**src/pgcb_pkg.sv**
```systemverilog
// Package for the particle grid cell binner: widths, mode codes, queue item type.
// Used by every module of the block; no dependencies.
package pgcb_pkg;
    localparam int AXIS_BITS  = 4;
    localparam int CELL_BITS  = 12;
    localparam int SLOT_BITS  = 4;
    localparam int CNT_BITS   = 5;
    localparam int ID_W       = 16;
    localparam int NUM_CELLS  = 4096;
    localparam int LIST_CAP   = 16;
    localparam int DIV_STEPS  = 32;

    localparam logic [1:0] MODE_CLEAR  = 2'd0;
    localparam logic [1:0] MODE_INSERT = 2'd1;
    localparam logic [1:0] MODE_READ   = 2'd2;

    typedef struct packed {
        logic [1:0]           mode;
        logic [CELL_BITS-1:0] cell_idx;
        logic [SLOT_BITS-1:0] slot;
        logic [ID_W-1:0]      id;
    } cmd_t;
endpackage

```
**src/pgcb_queue.sv**
```systemverilog
// Two-entry queue between front end and back end.
// Depends on pgcb_pkg.
module pgcb_queue import pgcb_pkg::*; (
    input  logic aclk,
    input  logic aresetn,
    input  logic wr_valid,
    output logic wr_ready,
    input  cmd_t wr_data,
    output logic rd_valid,
    input  logic rd_ready,
    output cmd_t rd_data
);
    cmd_t mem_reg [2];
    logic wp_reg, rp_reg;
    logic [1:0] cnt_reg;
    logic push, pop;

    assign wr_ready = (cnt_reg != 2'd2);
    assign rd_valid = (cnt_reg != 2'd0);
    assign rd_data  = mem_reg[rp_reg];
    assign push = wr_valid && wr_ready;
    assign pop  = rd_valid && rd_ready;

    always_ff @(posedge aclk) begin
        if (push) mem_reg[wp_reg] <= wr_data;
    end

    always_ff @(posedge aclk) begin
        if (!aresetn) begin
            wp_reg <= 1'b0; rp_reg <= 1'b0; cnt_reg <= 2'd0;
        end else begin
            if (push) wp_reg <= !wp_reg;
            if (pop) rp_reg <= !rp_reg;
            cnt_reg <= cnt_reg + {1'b0, push} - {1'b0, pop};
        end
    end

    assert property (@(posedge aclk) disable iff (!aresetn) cnt_reg != 2'd3)
        else $error("queue count overflow");
    assert property (@(posedge aclk) disable iff (!aresetn)
        (cnt_reg == 2'd0) |-> !pop) else $error("pop from empty queue");
    assert property (@(posedge aclk) disable iff (!aresetn)
        (cnt_reg == 2'd2) |-> !push) else $error("push to full queue");
endmodule

```
**config.mk**
```make
export PLATFORM = sky130hd
export DESIGN_NAME = pgcb_queue
export DESIGN_NICKNAME = d
export VERILOG_FILES = /design/src/pgcb_pkg.sv /design/src/pgcb_queue.sv
export SDC_FILE = /design/constraint.sdc
export NUM_CORES = 1
export LEC_CHECK = 0
export ABC_AREA = 1
export BUFFER_PORTS_ARGS = -buffer_cell sky130_fd_sc_hd__buf_2
export CAP_MARGIN = 5
export CORE_UTILIZATION = 25
export CTS_CLUSTER_SIZE = 20
export DETAILED_ROUTE_END_ITERATION = 12
export PLACE_DENSITY = 0.51
export SETUP_SLACK_MARGIN = 0.3
export SYNTH_ARGS = -nofsm -noshare
export SYNTH_HDL_FRONTEND = slang
export SYNTH_SLANG_ARGS = --single-unit
```
**constraint.sdc**
```tcl
create_clock -name aclk -period 2.94 [get_ports aclk]
set_clock_uncertainty 0.05 [all_clocks]
set_input_delay 0.147 -clock aclk [delete_from_list [all_inputs] [get_ports aclk]]
set_output_delay 0.147 -clock aclk [all_outputs]
set_load 0.005 [all_outputs]
```
**Word-level counts from Yosys, hierarchy flattened**

Memories as Yosys holds them, arrays and structs flattened. A register that Yosys moved wholly into a read port is not among the register bits.
Index checks and enable logic that the tools add are counted.

- Output and inout bits: 36
- Register bits: 4
- Word-level logic and storage cells: 16
- Bits of input ports: 38
- Memories kept: 1
- RAM bits: 68

Memories:

| name | depth | width | read ports | clocked after Yosys merged registers in | write ports | RTL line | text |
|---|---|---|---|---|---|---|---|
| mem_reg | 2 | 34 | 1 | 1 | 1 | pgcb_queue.sv:13 | `cmd_t mem_reg [2];` |

- Eq/ne operators: 1
- $add $sub $neg: 2
- Multiplexer cells: 4
- Reductions and logical operators: 5

Operator list:

| kind | number |
|---|---|
| $mux 1 | 4 |
| $add 2x1->2 | 1 |
| $logic_and 1x1->1 | 2 |
| $logic_not 1->1 | 2 |
| $ne 2x2->1 const B | 1 |
| $reduce_bool 2->1 | 1 |
| $sub 2x1->2 | 1 |

**Longest topological paths before layout**

Gate-level depths: netlist of run 1.

- Depth in word-level cells: 4
- Mapped depth: 11
- Depth with buffers taken out: 11

**Worst setup path after synthesis of run 1**

Ideal clock, no wire load.

- Kind: register to register
- Start: reg cnt_reg[0]
- End: mem mem_reg[1][0] in the netlist's numbering, enable pin
- Arrival time: 2.069 ns
- Clock period less this slack: 2.546 ns
- Path slack: 0.394 ns
- Stages on the path, launching flop included: 5
- Buffers on the path: 0
- Library setup time: 0.427 ns
- Data required time: 2.463 ns
- Path through: dfxtp_1 > inv_1 > nand2_1 > nand2_1 > nor2_1

- Word-level cells in the longest chain between the ends: 4

RTL lines:

| what | RTL line | text |
|---|---|---|
| start: declaration | pgcb_queue.sv:15 | `logic [1:0] cnt_reg;` |
| start signal: assignment | pgcb_queue.sv:34 | `cnt_reg <= cnt_reg + {1'b0, push} - {1'b0, pop};` |
| $ne 2x2->1 | pgcb_queue.sv:18 | `assign wr_ready = (cnt_reg != 2'd2);` |
| net wr_ready | pgcb_queue.sv:7 | `output logic wr_ready,` |
| $logic_and 1x1->1 | pgcb_queue.sv:21 | `assign push = wr_valid && wr_ready;` |
| $mux 1 | pgcb_queue.sv:25 | `if (push) mem_reg[wp_reg] <= wr_data;` |
| $mux 1 (not written as such) | pgcb_queue.sv:25 |  |
| end: declaration | pgcb_queue.sv:13 |  |

The timed path passes the listed nets, and every way through them passes these cells.

==> flow_metrics.env, run 1 <==
export IMPL_outcome="finished clean"
export IMPL_fin_nets=298
export IMPL_final_setup_viol_count=0
export IMPL_postCtsSetupBuffers=0
export IMPL_ios=74
export IMPL_clockRootBuffer="clkbuf_16"
export IMPL_vias=1567
export IMPL_area_growth_pct=42.4
export IMPL_dieHeight_um=109
export IMPL_fin_crit_ns=1.98
export IMPL_fp_row_count=38
export IMPL_grt_max_degree=36
export IMPL_power_density_mw_per_mm2=838
export IMPL_antenna_found_initial=0
export IMPL_syn_inst=142
export IMPL_vias_per_cell=3.88
export IMPL_largest_reg_flops=68
export IMPL_synth_nets=181
export IMPL_clockBufferDepth=2
export IMPL_min_period_over_period_pct=67.2
export IMPL_synthDistinctLibCells=14
export IMPL_critical_path_arrival_ns=1.78
export IMPL_drt_antenna_violating_nets=0
export IMPL_grt_pass1_wl_mm=7.73
export IMPL_io_buffer_count=73
export IMPL_clock_sinks=73
export IMPL_drc=0
export IMPL_detail_route_wl_per_cell_um=12.5
export IMPL_final_hold_viol_count=0
export IMPL_max_cap_violations=0
export IMPL_clkTransAtPathRegs_ns=0.06
export IMPL_grt_pass1_vias=1594
export IMPL_synth_warning_count=0
export IMPL_ys_seq_elements=73
export IMPL_drt_pass1_iterations=3
export IMPL_diodes=0
export IMPL_crit_type="reg2out"
export IMPL_die_area_mm2=0.0118
export IMPL_place_area_mm2=0.00336
export IMPL_cts_buffers=9
export IMPL_rsz0062_at_grt="false"
export IMPL_syn_avg_cell_area_um2=20.0
export IMPL_htree_levels=3
export IMPL_yosysSeqAreaShare_pct=75.3
export IMPL_final_cell_area_mm2=0.00405
export IMPL_final_common_cell="buf_2"
export IMPL_critical_path_required_ns=2.74
export IMPL_slew_headroom_pct=60.5
export IMPL_dr_first_iter_drc_count=45
export IMPL_start_util_pct=25.9
export IMPL_layout_common_cells="buf_2 (73), edfxtp_1 (68), dlygate4sd3_1 (34)"
export IMPL_clk_latency_ns=0.32
export IMPL_cts_tree="yes"
export IMPL_drive_above_1_share_pct=49.2
export IMPL_maxClockFrequency_mhz=506
export IMPL_hp_class="in2reg"
export IMPL_tightest_slew_ns=0.593
export IMPL_crit_path_max_fanout=18
export IMPL_overflow=0
export IMPL_cts_hold_buffers_added=34
export IMPL_track_usage_pct=9.23
export IMPL_final_max_slew_viol_count=0
export IMPL_setup_tns_ns=0
export IMPL_wl_mm=5.06
export IMPL_place_congestion=0.597
export IMPL_crit_path_end_kind="output port"
export IMPL_detailed_place_hpwl_mm=3.03
export IMPL_post_cts_resized=0
export IMPL_synth_area_mm2=0.00284
export IMPL_peakVddDrop_mv=0.578
export IMPL_core_area_mm2=0.0110
export IMPL_dieWidth_um=109
export IMPL_rrSetupSlack_ns=1.22
export IMPL_critPathLaunchType="flip-flop"
export IMPL_leakagePower_nw=1.60
power by group:
part	total [W]	internal [W]	switching (W)
Sequential	0.00141	0.00132	0.0000840
Combinational	0.000755	0.000429	0.000326
Clock	0.00123	0.000827	0.000403
metal layers:
metal	wire, µm	vias to the layer above	track usage, %
li1	-	765	-
met1	2230	747	10.8
met2	2450	46	14.9
met3	261	9	2.57
met4	121	0	6.08
met5	0	-	0
critical path: stages, from the launching register on:
cell	delay, ns
dfxtp_2	0.71
buf_12	0.27
mux2_2	0.34
buf_2	0.13
cell type report:
class                   count  area, µm²
flip-flops and latches     73       2140
fillers                  1058       6930
clock buffers               9        225
repair buffers            110        741
inverters                   7       26.3
clock inverters             7        119
well taps                 140        175
multi-input cells          58        619
path summary, 6_finish.rpt:
kind,startpoint,to,cells after the start
setup / recovery,flip-flop,rd_data[33],3
hold / removal,aresetn,cnt_reg[0]$_SDFF_PN0_,3
setup reg to reg,cnt_reg[0]$_SDFF_PN0_,mem_reg[0][17]$_DFFE_PP_,5
hold reg to reg,rp_reg$_SDFFE_PN0P_,flip-flop,2
synthesized netlist by cell type:
| cell type | instances | share of area, % |
|---|---|---|
| mux2_4 | 30 | 16 |
| nand3_1 | 1 | 0.18 |
| a21oi_1 | 1 | 0.18 |
| edfxtp_1 | 68 | 72 |
| inv_1 | 7 | 0.92 |
| buf_6 | 1 | 0.40 |
| buf_12 | 3 | 2.1 |
| nand2_1 | 11 | 1.5 |
| mux2_2 | 4 | 1.6 |
| xnor2_1 | 1 | 0.31 |
| dfxtp_1 | 5 | 3.5 |
| ha_1 | 1 | 0.44 |
| nor2_2 | 1 | 0.22 |
| nor2_1 | 8 | 1.1 |
cell families after synthesis:
group / after synthesis / synth area share, %
AOI/OAI and AO/OA: 1 / 0.176
buffers and inverters: 11 / 3.43
DFF: 73 / 75.3
xor gates and xnor gates: 1 / 0.308
muxes: 34 / 17.4
adders and majority gates: 1 / 0.440
and+or+nand+nor: 21 / 2.90
per-stage QoR:
stage | setup slack (ns) | instances | total power (W) | hold WS (ns) | util [%]
finish | 0.965 | 404 | 0.00339 | 0.0281 | 36.9
global route | 0.857 | 404 | 0.00356 | 0.0482 | 36.9
floorplan | 0.394 | 142 | 0.00192 | 0.190 | -
global placement | 1.23 | 354 | 0.00216 | 0.285 | 30.6
CTS | 0.896 | 404 | 0.00346 | 0.0235 | 36.9
detailed placement | 1.21 | 354 | 0.00218 | 0.288 | 30.6
Note: power is estimated with default switching activity, not from simulation.
==> run 2: changes to the inputs <==
--- a/config.mk
+++ b/config.mk
@@ -5,7 +5,7 @@
 export SDC_FILE = /design/constraint.sdc
 export NUM_CORES = 1
 export LEC_CHECK = 0
-export ABC_AREA = 1
+export ABC_AREA = 0
 export BUFFER_PORTS_ARGS = -buffer_cell sky130_fd_sc_hd__buf_2
 export CAP_MARGIN = 5
 export CORE_UTILIZATION = 25
==> constraint.sdc (replaced) <==
create_clock -name aclk -period 1.9 [get_ports aclk]
set_clock_uncertainty 0.05 [all_clocks]
set_input_delay 0.095 -clock aclk [delete_from_list [all_inputs] [get_ports aclk]]
set_output_delay 0.095 -clock aclk [all_outputs]
set_load 0.005 [all_outputs]
==> run 2 against run 1 <==
Total power up 21%. Critical path depth unchanged. Core utilization up 0.20 points. Largest cell class unchanged.
==> flow_metrics.env, run 2 <==
export IMPL_dieWidth_um=106
export IMPL_vias=1579
export IMPL_clockRootBuffer="clkbuf_8"
export IMPL_setup_tns_ns=0
export IMPL_dr_first_iter_drc_count=28
export IMPL_final_cell_area_mm2=0.00388
export IMPL_yosysSeqAreaShare_pct=78.7
export IMPL_ys_seq_elements=73
export IMPL_clockBufferDepth=2
export IMPL_syn_inst=136
export IMPL_hp_class="in2reg"
export IMPL_synth_warning_count=0
export IMPL_grt_pass1_wl_mm=7.70
export IMPL_critical_path_arrival_ns=1.38
export IMPL_ios=74
export IMPL_fin_nets=296
export IMPL_cts_tree="yes"
export IMPL_critPathLaunchType="flip-flop"
export IMPL_peakVddDrop_mv=0.363
export IMPL_place_area_mm2=0.00329
export IMPL_crit_path_end_kind="output port"
export IMPL_synth_top_cell_area_share_pct=75.0
export IMPL_yosysTopAreaCell="edfxtp_1"
export IMPL_yosysMostFrequentCell="edfxtp_1"
export IMPL_antenna_found_initial=0
export IMPL_htree_levels=3
export IMPL_slew_headroom_pct=77.4
export IMPL_track_usage_pct=9.25
export IMPL_diodes=0
export IMPL_detail_route_wl_per_cell_um=12.2
export IMPL_async_flop_share_pct=0
export IMPL_layout_common_cells="buf_2 (73), edfxtp_1 (68), dlygate4sd3_1 (35)"
export IMPL_synthFlopType="edfxtp_1"
export IMPL_final_hold_viol_count=0
export IMPL_crit_path_max_fanout=16
export IMPL_drt_pass1_iterations=4
export IMPL_fin_crit_ns=1.52
export IMPL_min_period_over_period_pct=80.1
export IMPL_io_buffer_count=73
export IMPL_place_congestion=0.620
export IMPL_wl_mm=4.86
export IMPL_fp_row_count=37
export IMPL_syn_avg_cell_area_um2=20.0
export IMPL_dieHeight_um=106
export IMPL_crit_type="reg2out"
export IMPL_grt_pass1_vias=1544
export IMPL_cts_buffers=9
export IMPL_core_area_mm2=0.0105
export IMPL_final_setup_viol_count=0
export IMPL_die_area_mm2=0.0113
export IMPL_synth_common_cells="edfxtp_1 (68), mux2_1 (34), dfxtp_1 (5)"
export IMPL_clock_sinks=73
export IMPL_outcome="finished clean"
export IMPL_tightest_slew_ns=0.334
export IMPL_final_max_slew_viol_count=0
export IMPL_clkTransAtPathRegs_ns=0.07
export IMPL_max_cap_violations=0
export IMPL_largest_reg_flops=68
export IMPL_rsz0062_at_grt="true"
export IMPL_clk_latency_ns=0.33
export IMPL_overflow=0
export IMPL_grt_max_degree=21
export IMPL_critical_path_required_ns=1.75
export IMPL_drt_antenna_violating_nets=0
export IMPL_yosys_top_cells_area="edfxtp_1 (75%), mux2_1 (14%), dfxtp_1 (3.7%)"
export IMPL_drive_above_1_share_pct=38.9
export IMPL_power_density_mw_per_mm2=1060
export IMPL_maxClockFrequency_mhz=657
export IMPL_vias_per_cell=3.97
export IMPL_start_util_pct=26.0
export IMPL_final_common_cell="buf_2"
export IMPL_synth_nets=175
export IMPL_area_growth_pct=42.4
export IMPL_detailed_place_hpwl_mm=3.18
export IMPL_synth_edf_count=68
export IMPL_synth_area_mm2=0.00272
export IMPL_leakagePower_nw=1.46
export IMPL_drc=0
export IMPL_synthDistinctLibCells=25
-- run 2: cell types whose count changed after synthesis, sizes merged, moves of 2 or more --
cell   before  now
nand2      11    0
inv         7    2
nor2        9    4
o21ai       0    2
and3        0    2
-- run 2: layout make-up --
type | instances | area [µm²]
Clock buffer | 9 | 124
Clock inverter | 7 | 85.1
Fill cell | 1034 | 6590
Inverter | 2 | 11.3
Multi-Input combinational cell | 57 | 568
Sequential cell | 73 | 2150
Tap cell | 136 | 170
Timing Repair Buffer | 114 | 772
-- run 2: kinds of logic (layout without fill, tap and decap cells) --
logic type               after synthesis  after routing  share of synthesized area (%)
buffers and inverters                  6            132                           1.29
AND/OR/NAND/NOR                       15             15                           3.59
AO/OA/AOI/OAI                          6              6                           1.61
XOR/XNOR                               1              1                          0.322
multiplexers                          34             34                           14.1
adder cells (fa/ha/maj)                1              1                          0.459
flip-flops                            73             73                           78.7
-- run 2: path summary, 6_finish.rpt --
| check | startpoint | to | slack (ns) | depth (start not counted) |
|---|---|---|---|---|
| worst max-delay path | flip-flop | rd_data[33] | 0.38 | 3 |
| worst min-delay path | wr_valid | wp_reg$_SDFFE_PN0P_ | 0.10 | 3 |
| worst max register to register | cnt_reg[1]$_SDFF_PN0_ | cnt_reg[1]$_SDFF_PN0_ | 0.40 | 6 |
| worst min register to register | rp_reg$_SDFFE_PN0P_ | flip-flop | 0.46 | 2 |
-- run 2: timing repair --
action | in CTS | in global routing
hold buffers | 35 | 0
setup endpoints to repair | 20 | 8
endpoints found under the hold margin | 71 | 0
resized for setup | 3 | 5
setup buffers | 0 | 0
-- run 2: worst max-delay path: stages, from the launching register on --
cell	delay, ns
dfxtp_2	0.35
buf_6	0.20
mux2_1	0.35
buf_2	0.14
-- run 2: per-stage QoR --
stage / setup slack, ns / power (W) / hold WS (ns) / utilization (%) / instances
6_report: 0.378 / 0.00409 / 0.101 / 37.1 / 398
5_1_grt: 0.284 / 0.00432 / 0.104 / 37.1 / 398
4_1_cts: 0.286 / 0.00417 / 0.0740 / 36.9 / 398
3_5_place_dp: 0.214 / 0.00281 / 0.237 / 31.4 / 347
3_3_place_gp: 0.275 / 0.00281 / 0.233 / 31.4 / 347
2_1_floorplan: 0.317 / 0.00247 / 0.144 / - / 136
-- run 2: per-layer routing --
layer  track usage (%)  wire length (µm)  vias to the layer above
li1                  -                 -                      768
met1              10.3              2100                      753
met2              15.3              2400                       47
met3              2.82               240                       11
met4              5.95               119                        0
met5                 0                 0                        -
-- run 2: power by group --
group | internal [W] | switching (W)
clock | 0.000725 | 0.000535
combinational | 0.000437 | 0.000385
sequential | 0.00195 | 0.0000555
