[src/pgcb_pkg.sv]
// Package for the particle grid cell binner: widths, mode codes, queue item type.
// Used by every module of the block; no dependencies.
package pgcb_pkg;
    localparam int AXIS_BITS  = 4;
    localparam int CELL_BITS  = 12;
    localparam int SLOT_BITS  = 4;
    localparam int CNT_BITS   = 5;
    localparam int ID_W       = 16;
    localparam int NUM_CELLS  = 4096;
    localparam int LIST_CAP   = 16;
    localparam int DIV_STEPS  = 32;

    localparam logic [1:0] MODE_CLEAR  = 2'd0;
    localparam logic [1:0] MODE_INSERT = 2'd1;
    localparam logic [1:0] MODE_READ   = 2'd2;

    typedef struct packed {
        logic [1:0]           mode;
        logic [CELL_BITS-1:0] cell_idx;
        logic [SLOT_BITS-1:0] slot;
        logic [ID_W-1:0]      id;
    } cmd_t;
endpackage

[src/pgcb_front.sv]
// Front end: accepts items, computes grid cell of an insert with a bit-serial divider.
// Depends on pgcb_pkg.
module pgcb_front import pgcb_pkg::*; (
    input  logic        aclk,
    input  logic        aresetn,
    input  logic        in_valid,
    output logic        in_ready,
    input  logic [1:0]  in_mode,
    input  logic [31:0] in_px,
    input  logic [31:0] in_py,
    input  logic [31:0] in_pz,
    input  logic [15:0] in_id,
    input  logic [11:0] in_rcell,
    input  logic [3:0]  in_rslot,
    input  logic [30:0] cell_size,
    input  logic [4:0]  cells_x,
    input  logic [4:0]  cells_y,
    input  logic [4:0]  cells_z,
    output logic        cmd_valid,
    input  logic        cmd_ready,
    output cmd_t        cmd
);
    localparam logic [1:0] ST_IDLE = 2'd0;
    localparam logic [1:0] ST_DIV  = 2'd1;
    localparam logic [1:0] ST_LIN  = 2'd2;
    localparam logic [1:0] ST_OUT  = 2'd3;

    logic [1:0]  state_reg, state_next;
    logic [1:0]  axis_reg;
    logic [4:0]  step_reg;
    logic [31:0] num_reg;
    logic [31:0] rem_reg;
    logic [31:0] quo_reg;
    logic [31:0] py_reg, pz_reg;
    logic [30:0] div_reg;
    logic [4:0]  cx_reg, cy_reg, cz_reg;
    logic [3:0]  ix_reg, iy_reg, iz_reg;
    cmd_t        cmd_reg;
    logic [32:0] trial;
    logic [31:0] rem_sh;
    logic [4:0]  cxl, cyl, czl;
    logic [11:0] lin;

    function automatic logic [4:0] axis_lim(input logic [4:0] n);
        if (n == 5'd0) return 5'd1;
        if (n > 5'd16) return 5'd16;
        return n;
    endfunction

    function automatic logic [3:0] clampq(input logic [31:0] q, input logic b,
                                          input logic [4:0] n);
        logic [31:0] f;
        f = {q[30:0], b};
        if (f > {27'd0, n - 5'd1}) return 4'(n - 5'd1);
        return f[3:0];
    endfunction

    assign cxl = axis_lim(cells_x);
    assign cyl = axis_lim(cells_y);
    assign czl = axis_lim(cells_z);

    // one restoring step per cycle
    assign rem_sh = {rem_reg[30:0], num_reg[31]};
    assign trial  = {1'b0, rem_sh} - {2'b0, div_reg};

    assign lin = 12'({8'd0, iz_reg} * cy_reg * cx_reg) + 12'({8'd0, iy_reg} * cx_reg)
               + {8'd0, ix_reg};

    assign in_ready  = (state_reg == ST_IDLE);
    assign cmd_valid = (state_reg == ST_OUT);
    assign cmd       = cmd_reg;

    always_comb begin
        state_next = state_reg;
        unique case (state_reg)
            ST_IDLE: if (in_valid)
                state_next = (in_mode == MODE_INSERT) ? ST_DIV : ST_OUT;
            ST_DIV:  if (step_reg == 5'd31 && axis_reg == 2'd2) state_next = ST_LIN;
            ST_LIN:  state_next = ST_OUT;
            ST_OUT:  if (cmd_ready) state_next = ST_IDLE;
            default: state_next = ST_IDLE;
        endcase
    end

    always_ff @(posedge aclk) begin
        if (!aresetn) state_reg <= ST_IDLE;
        else state_reg <= state_next;
    end

    // datapath
    always_ff @(posedge aclk) begin
        if (state_reg == ST_IDLE && in_valid) begin
            cmd_reg.mode     <= in_mode;
            cmd_reg.cell_idx <= (in_mode == MODE_READ) ? in_rcell : '0;
            cmd_reg.slot     <= in_rslot;
            cmd_reg.id       <= in_id;
            num_reg  <= in_px[31] ? 32'd0 : in_px;
            py_reg   <= in_py[31] ? 32'd0 : in_py;
            pz_reg   <= in_pz[31] ? 32'd0 : in_pz;
            rem_reg  <= '0;
            quo_reg  <= '0;
            step_reg <= '0;
            axis_reg <= 2'd0;
            div_reg  <= (cell_size == 31'd0) ? 31'd1 : cell_size;
            cx_reg   <= cxl;
            cy_reg   <= cyl;
            cz_reg   <= czl;
        end else if (state_reg == ST_DIV) begin
            if (trial[32]) rem_reg <= rem_sh;
            else rem_reg <= trial[31:0];
            if (step_reg == 5'd31) begin
                // axis finished: store clamped quotient, load next axis
                unique case (axis_reg)
                    2'd0:    ix_reg <= clampq(quo_reg, !trial[32], cx_reg);
                    2'd1:    iy_reg <= clampq(quo_reg, !trial[32], cy_reg);
                    default: iz_reg <= clampq(quo_reg, !trial[32], cz_reg);
                endcase
                num_reg  <= (axis_reg == 2'd0) ? py_reg : pz_reg;
                rem_reg  <= '0;
                quo_reg  <= '0;
                axis_reg <= axis_reg + 2'd1;
            end else begin
                num_reg <= {num_reg[30:0], 1'b0};
                quo_reg <= {quo_reg[30:0], !trial[32]};
            end
            step_reg <= step_reg + 5'd1;
        end else if (state_reg == ST_LIN) begin
            cmd_reg.cell_idx <= lin;
        end
    end
endmodule

[config.mk]
export PLATFORM = sky130hd
export DESIGN_NAME = pgcb_front
export DESIGN_NICKNAME = d
export VERILOG_FILES = /design/src/pgcb_pkg.sv /design/src/pgcb_front.sv
export SDC_FILE = /design/constraint.sdc
export NUM_CORES = 1
export LEC_CHECK = 0
export ABC_AREA = 0
export BUFFER_PORTS_ARGS = -buffer_cell sky130_fd_sc_hd__buf_2
export CAP_MARGIN = 30
export CORE_UTILIZATION = 31
export DETAILED_ROUTE_END_ITERATION = 6
export GPL_TIMING_DRIVEN = 0
export PLACE_DENSITY = 0.59
export SYNTH_ARGS = -nofsm -noshare
export SYNTH_HDL_FRONTEND = slang
export SYNTH_SLANG_ARGS = --single-unit
[constraint.sdc]
create_clock -name aclk -period 10.8 [get_ports aclk]
set_clock_uncertainty 0.1 [all_clocks]
set_input_delay 0.54 -clock aclk [delete_from_list [all_inputs] [get_ports aclk]]
set_output_delay 0.54 -clock aclk [all_outputs]
set_load 0.01 [all_outputs]
== Yosys cells after proc, flatten, opt, wreduce, memory -nomap -nowiden ==
Cells that the tools add are included.

* Bits in registers: 259
* Input bits: 180

* Equality and inequality tests: 12
* Add/subtract/negate cells: 8
* Bitwise gates (word level): 2
* Reductions and logical operators: 18
* Muxes and demuxes: 59
* Multipliers: 3
* Order comparisons: 6

{| class="wikitable"
|+ Operators by type and width
! kind !! count
|-
| 32-bit two-way mux || 4
|-
| 31-bit two-way mux || 4
|-
| 32-bit by 5-bit greater-than comparator with 1-bit output || 3
|-
| 5-bit two-way mux || 12
|-
| 12-bit two-way mux || 4
|-
| 32-bit by 31-bit subtractor with 33-bit output || 1
|-
| 31-bit zero test || 1
|-
| 1-bit two-way mux || 24
|-
| 4-bit two-way mux || 6
|-
| 4-bit by 5-bit multiplier with 9-bit output || 2
|-
| 5-bit greater-than comparator, second input constant || 3
|-
| 5-bit zero test || 3
|-
| 5-bit by 1-bit subtractor with 5-bit output, second input constant || 3
|-
| 12-bit by 4-bit adder with 12-bit output || 1
|-
| 12-bit by 9-bit adder with 12-bit output || 1
|-
| 9-bit by 5-bit multiplier with 12-bit output || 1
|-
| 4-bit AND reduction || 3
|-
| 2-bit == test, second input constant || 4
|-
| 2-bit two-way mux || 4
|-
| 2-bit one-hot mux with 4 select lines || 1
|-
| 2-bit by 1-bit == test with 1-bit output, second input constant || 3
|-
| 2-bit inequality test, second input constant || 3
|-
| 5-bit by 1-bit adder with 5-bit output, second input constant || 1
|-
| 5-bit == test, second input constant || 1
|-
| 10 further kinds || 15
|}

== Longest topological paths before layout ==
Gate-level depths: netlist (run 1).

* Word-level depth: 9
* Depth in mapped cells: 29
* Mapped depth without buffers: 28

== Least setup slack after synthesis (run 1) ==
OpenSTA, ideal clock, no wires.

* Kind: register to register
* Start point: register cy_reg[0]
* End point: register cmd_reg (netlist bit cmd[31]), data pin
* Period minus slack after synthesis: 6.812 ns
* Data required time: 10.433 ns
* Path slack: 3.988 ns
* Cell stages (with the launch flop): 28
* Library setup time: 0.267 ns
* Data arrival time: 6.446 ns
* Cell sequence: edfxtp_1 clkbuf_1 nand2_1 fa_1 inv_1 fa_1 inv_1 fa_1 nor2b_1 o21a_1 nor2_1 xnor2_1 nand2_1 fa_1 inv_1 fa_1 inv_1 fa_1 inv_1 fa_1 ha_1 ha_1 nand2_1 o21ai_0 o41ai_1 o21ai_0 xnor2_1 o21ai_0

* Cells in the longest elaborated chain, start to end: 7

{| class="wikitable"
|+ Ends and longest elaborated chain
! item !! line !! RTL
|-
| start: declaration || pgcb_front.sv:36 || <nowiki>logic [4:0] cx_reg, cy_reg, cz_reg;</nowiki>
|-
| start signal: assignment || pgcb_front.sv:106 || <nowiki>cy_reg <= cyl;</nowiki>
|-
| 4-bit by 5-bit multiplier with 9-bit output || pgcb_front.sv:66 || <nowiki>assign lin = 12'({8'd0, iz_reg} * cy_reg * cx_reg) + 12'({8'd0, iy_reg} * cx_reg)</nowiki>
|-
| 9-bit by 5-bit multiplier with 12-bit output || pgcb_front.sv:66 ||
|-
| 12-bit by 9-bit adder with 12-bit output || pgcb_front.sv:66 ||
|-
| 12-bit by 4-bit adder with 12-bit output || pgcb_front.sv:67 || <nowiki>+ {8'd0, ix_reg};</nowiki>
|-
| 12-bit two-way mux || pgcb_front.sv:127 || <nowiki>end else if (state_reg == ST_LIN) begin</nowiki>
|-
| 12-bit two-way mux || pgcb_front.sv:108 || <nowiki>end else if (state_reg == ST_DIV) begin</nowiki>
|-
| 12-bit two-way mux || pgcb_front.sv:92 || <nowiki>if (state_reg == ST_IDLE && in_valid) begin</nowiki>
|-
| end: declaration || pgcb_front.sv:38 || <nowiki>cmd_t cmd_reg;</nowiki>
|}

No other way between the ends. The select of a mux whose other input is x is not followed.
A chain may end at the register's enable or synchronous reset.

== Worst setup path in the final report (run 1) ==
Ends and elaborated chain as after synthesis.

==> results.toml, run 1 <==
[run_status]
outcome = "completed"

[cts]
cts_made_buffers = 34
cts_setup_buffers = 0
cts_tree = "yes"
clock_latency_ns = 0.55
clock-sinks = 257
cts_buffer_depth = 3
htree_levels = 2
cts-hold-fix-buffers = 0
cts_resized = 0
clk_pin_slew_ns = 0.06
cts_root_buf = "clkbuf_16"

[logic_synthesis]
ys_seq_area_frac = 0.4543
ys_warn_count = 0
post_synth_inst_count = 1488
synth_flop_cell = "edfxtp_1"
synthArstFlopShare = 0
synth_area_leader_cell = "edfxtp_1"
ys_types = 60
avgSynthCellArea_um2 = 10.37
synth_area_mm2 = 0.01542
synth_edf_count = 186
netlist_top_cells_area = "edfxtp_1 (36%), ha_1 (9.5%), dfxtp_1 (9.2%), fa_1 (6.2%), nand2_1 (3.2%)"
synth-seq-cells = 257
synth_top_area_share = 0.3621
synth_fp_nets = 1833

[floorplan]
fp.dieW_um = 225.1
io_pins = 216
die_h_um = 225.1
initial_core_util = 0.3144
die_area_mm2 = 0.05065
coreArea_mm2 = 0.04905
rows = 81

[setup_path]
cp.depth = 27
path_common_cell = "fa_1"
critPathLaunchType = "register"
r2r_cells = 27
cp_top_family = "adder cells"
path_class = "reg -> reg"
cp_max_fo = 10
slowest_stage = "fa_1"
cp.required_ns = 10.95
cp-end-kind = "register"
slowest_delay_ns = 0.58
crit_arrival_ns = 7.76
crit_buf_inv = 6

[finish]
syn_to_final_growth_pct = 20.24
fin_nets = 2090
fillers = 4926
final_common_cell = "buf_2"
layout_common_cells = "buf_2 (221), edfxtp_1 (186), nand2_1 (132)"
antenna_cells = 0
finalInstanceArea_mm2 = 0.01855
drive_gt1_frac = 0.1621
largest_register_ff_count = 34

[power_and_ir_drop]
p_int_w = 0.002966
share_comb_of_total_power = 0.451
cellLeakagePower_nw = 8.008
power_density_mw_per_mm2 = 258.4
power_w = 0.004792
vdd_ir_drop_max_mv = 0.2476
power_frac_seq = 0.308
p_clk_frac = 0.241
sw_frac_of_total = 0.3811
p_switching_w = 0.001826

[worst_hold_path]
hp-class = "in -> reg"
whs_path_depth = 1

[placement]
place_area_mm2 = 0.01741
io_buffer_count = 215
hpwl_um = 28350
globalplace.congestion = 0.8611
place_ws_ns = 3.269

[routing]
via_count = 11720
drt_first_pass_iters = 5
ant_nets = 0
drc = 0
viasPerCell = 4.815
wl_um = 37640
drt_iter0_drc = 753
wire_per_inst_um = 15.46

[sta]
clock.fmax_mhz = 131.5
max_slew.worst_pin.slew_ns = 0.8914
period_minus_slack_ns = 7.604
final.setup.tns_ns = 0
setup_violations = 0
slew_headroom = 0.4057
rsz0062_at_grt = "no"
fin_crit_sh = 0.7041
worst_slack_ns = 3.196
hold_viol_final = 0
slew_violations = 0

[global_route]
antenna_found_initial = 0
grt_overflow = 0
grt_max_degree = 43
grt_pass1_vias = 11750
grt_pass1_wl_um = 60280
track_usage = 0.1501

[run]
maxCapViolCount = 0
[routing by layer]
layer | GRT usage | routed length (um)
met5 | 0 | 0
met4 | 0.05596 | 992
met3 | 0.02295 | 1768
met2 | 0.2525 | 18130
met1 | 0.1939 | 16750
[cells in the mapped netlist, types with 9 or more instances]
| cell | number |
|---|---|
| edfxtp_1 | 186 |
| nor2_1 | 60 |
| a22o_1 | 33 |
| nand3_1 | 55 |
| and3_1 | 10 |
| xor2_1 | 18 |
| mux2i_1 | 35 |
| a21o_1 | 21 |
| dfxtp_1 | 71 |
| nand3b_1 | 32 |
| nor3_1 | 15 |
| inv_1 | 128 |
| nor4_1 | 15 |
| xnor2_1 | 38 |
| and2_1 | 50 |
| o21a_1 | 11 |
| o21ai_0 | 96 |
| clkbuf_1 | 79 |
| a32oi_1 | 12 |
| nand2_1 | 132 |
| ha_1 | 117 |
| nor2b_1 | 72 |
| a21oi_1 | 52 |
| o21ai_1 | 11 |
| fa_1 | 48 |
| nand4_1 | 9 |
[logic make-up after synthesis]
family          after synthesis  share of synthesized area
flops                       257                     0.4543
mux                          35                    0.02271
xor+xnor                     57                    0.03326
buf+inv                     220                    0.05549
fa+ha+maj                   165                     0.1572
simple gates                473                     0.1591
compound gates              281                     0.1180
[power by group through the flow]
stage / clock [W] / sequential, W / combinational (W)
3_5_place_dp: 0 / 0.00150 / 0.00219
5_1_grt: 0.00123 / 0.00149 / 0.00255
6_report: 0.00116 / 0.00147 / 0.00216
3_3_place_gp: 0 / 0.00153 / 0.00213
2_1_floorplan: 0 / 0.00152 / 0.00159
4_1_cts: 0.00119 / 0.00148 / 0.00222
[cell type report]
class / instances / area [um^2] / share of cell area
multi-input cells: 1011 / 7561 / 0.4077
flip-flops and latches: 257 / 7007 / 0.3778
repair buffers: 221 / 1154 / 0.06220
clock buffers: 48 / 964.7 / 0.05202
well taps: 664 / 830.8 / 0.04480
inverters: 129 / 486.7 / 0.02624
plain buffers: 91 / 370.4 / 0.01997
clock inverters: 13 / 171.4 / 0.009243
[worst reg2reg max path, stage by stage, from the launching register on]
cell      delay, ns
edfxtp_1       0.37
clkbuf_1       0.33
nand2_1        0.14
fa_1           0.54
inv_1          0.06
fa_1           0.58
inv_1          0.07
fa_1           0.46
nor2b_1        0.13
o21a_1         0.13
nor2_1         0.05
xnor2_1        0.37
nand2_1        0.13
fa_1           0.51
inv_1          0.06
fa_1           0.51
inv_1          0.05
fa_1           0.48
inv_1          0.06
fa_1           0.47
ha_1           0.30
ha_1           0.32
nand2_1        0.07
o21ai_0        0.12
o41ai_1        0.47
o21ai_0        0.21
xnor2_1        0.18
o21ai_0        0.09
[through the flow]
step           hold WS (ns)    util  std cells
2_1_floorplan        0.3366       -       1488
3_3_place_gp         0.3536  0.3533       2367
3_5_place_dp         0.3598  0.3549       2373
4_1_cts             0.02684  0.3781       2434
5_1_grt             0.03783  0.3781       2434
6_report            0.06611  0.3781       2434
[final timing paths]
kind / start / to / slack (ns)
hold / removal: in_id[6] / cmd[6]$_DFFE_PP_ / 0.07
setup / recovery: cy_reg[0]$_SDFFCE_PN1P_ / cmd[31]$_DFFE_PP_ / 3.20
hold reg to reg: rem_reg[30]$_SDFFE_PP0P_ / rem_reg[30]$_SDFFE_PP0P_ / 0.38
setup reg to reg: cy_reg[0]$_SDFFCE_PN1P_ / cmd[31]$_DFFE_PP_ / 3.20
Power figures use the tool's default switching activity.
==> run 2: changes to the inputs <==
clock period = 7.9 ns   (was 10.8 ns; I/O delays follow)
==> results.toml, run 2 (synthesized netlist as in run 1, its figures left out) <==
[global_route]
grt_overflow = 0
grt_pass1_wl_um = 61000
grt_pass1_vias = 12000
track_usage = 0.1516
grt_max_degree = 43
antenna_found_initial = 0

[sta]
max_slew.worst_pin.slew_ns = 0.8787
rsz0062_at_grt = "no"
period_minus_slack_ns = 7.325
slew_headroom = 0.4142
hold_viol_final = 0
clock.fmax_mhz = 136.5
slew_violations = 0
holdWs_ns = 0.03584
setup_violations = 0
worst_slack_ns = 0.5749
final.setup.tns_ns = 0
fin_crit_sh = 0.9272

[cts]
cts_root_buf = "clkbuf_16"
cts_made_buffers = 34
clk_pin_slew_ns = 0.05
cts_buffer_depth = 3
cts_tree = "yes"
htree_levels = 2
clock_latency_ns = 0.55
clock-sinks = 257

[routing]
via_count = 11860
ant_nets = 0
wire_per_inst_um = 15.35
drt_first_pass_iters = 5
drc = 0
wl_um = 38050
drt_iter0_drc = 793
viasPerCell = 4.783

[setup_path]
cp-end-kind = "register"
crit_arrival_ns = 7.48
path_class = "reg -> reg"
worst-r2r-setup-slack_ns = 0.57
critPathLaunchType = "register"
cp.required_ns = 8.05
cp_max_fo = 10
r2r_cells = 24

[placement]
hpwl_um = 28350
placed_cells = 2373
place_ws_ns = 0.3687
globalplace.congestion = 0.8611
io_buffer_count = 215

[floorplan]
rows = 81
fp.dieW_um = 225.1
initial_core_util = 0.3144
die_area_mm2 = 0.05065
coreArea_mm2 = 0.04905
io_pins = 216
die_h_um = 225.1

[power_and_ir_drop]
vdd_ir_drop_max_mv = 0.3298
power_density_mw_per_mm2 = 347.3
cellLeakagePower_nw = 8.209

[finish]
largest_register_ff_count = 34
fillers = 4883
drive_gt1_frac = 0.1592
layout_common_cells = "buf_2 (221), edfxtp_1 (186), nand2_1 (132)"
final_common_cell = "buf_2"
syn_to_final_growth_pct = 23.26
antenna_cells = 0
finalNonFillerCells = 2479
final_core_util = 0.3876
fin_nets = 2135

[worst_hold_path]
whs_path_depth = 2
hp-class = "in -> reg"

[run]
maxCapViolCount = 0

[run_status]
outcome = "completed"
-- run 2: changes by cell type in the layout (fill, tap and decap cells not counted) --
cell,change
o41ai_1,-1
dlygate4sd3_1,+45
o41ai_2,+1
xnor2_2,+1
xnor2_1,-1
-- run 2: final cells by class --
class	instances	area [um^2]	share of cell area
timing repair buffer	266	1604	0.08438
inverter	129	486.7	0.02560
clock inverter	13	171.4	0.009017
clock buffer	48	964.7	0.05074
sequential	257	7007	0.3686
multi-input combinational	1011	7576	0.3985
tap	664	830.8	0.04370
buffer	91	370.4	0.01948
-- run 2: layer usage --
metal	part of all wire	global-route usage
met3	0.046	0.02269
met4	0.025	0.05574
met2	0.49	0.2573
met1	0.44	0.1946
met5	0	0
-- run 2: repair_timing --
item / CTS / global route
setup buffers: 0 / 0
hold endpoints to repair: 45 / 0
resized for setup: 0 / 2
hold buffers: 45 / 0
endpoints found under the setup margin: 0 / 2
-- run 2: worst max-delay path, stage by stage, from the launching register on --
cell      delay, ns
edfxtp_1       0.37
clkbuf_1       0.31
nand2_1        0.14
fa_1           0.54
inv_1          0.06
fa_1           0.58
inv_1          0.07
fa_1           0.46
xnor2_1        0.41
nand2_1        0.12
fa_1           0.51
inv_1          0.05
fa_1           0.54
fa_1           0.45
fa_1           0.49
ha_1           0.30
ha_1           0.29
inv_1          0.10
nor2_1         0.06
nor2_1         0.16
o21ai_0        0.18
o41ai_2        0.33
o21ai_0        0.18
xnor2_1        0.17
o21ai_0        0.09
-- run 2: through the flow --
step,area (um^2),total power (W)
6_report,19010,0.006602
3_5_place_dp,17410,0.005039
5_1_grt,19010,0.007259
3_3_place_gp,17330,0.005004
4_1_cts,19000,0.006687
2_1_floorplan,15420,0.004244
-- run 2: path summary, 6_finish.rpt --
kind                            startpoint                        to
setup / recovery   cy_reg[0]$_SDFFCE_PN1P_         cmd[31]$_DFFE_PP_
hold reg to reg   rem_reg[30]$_SDFFE_PP0P_  rem_reg[30]$_SDFFE_PP0P_
hold / removal                cell_size[9]  div_reg[9]$_SDFFCE_PN0P_
setup reg to reg   cy_reg[0]$_SDFFCE_PN1P_         cmd[31]$_DFFE_PP_
-- run 2: where the power goes --
group / internal [W] / switching, W
Sequential: 0.00192 / 0.0000984
Combinational: 0.00121 / 0.00180
Clock: 0.000959 / 0.000618
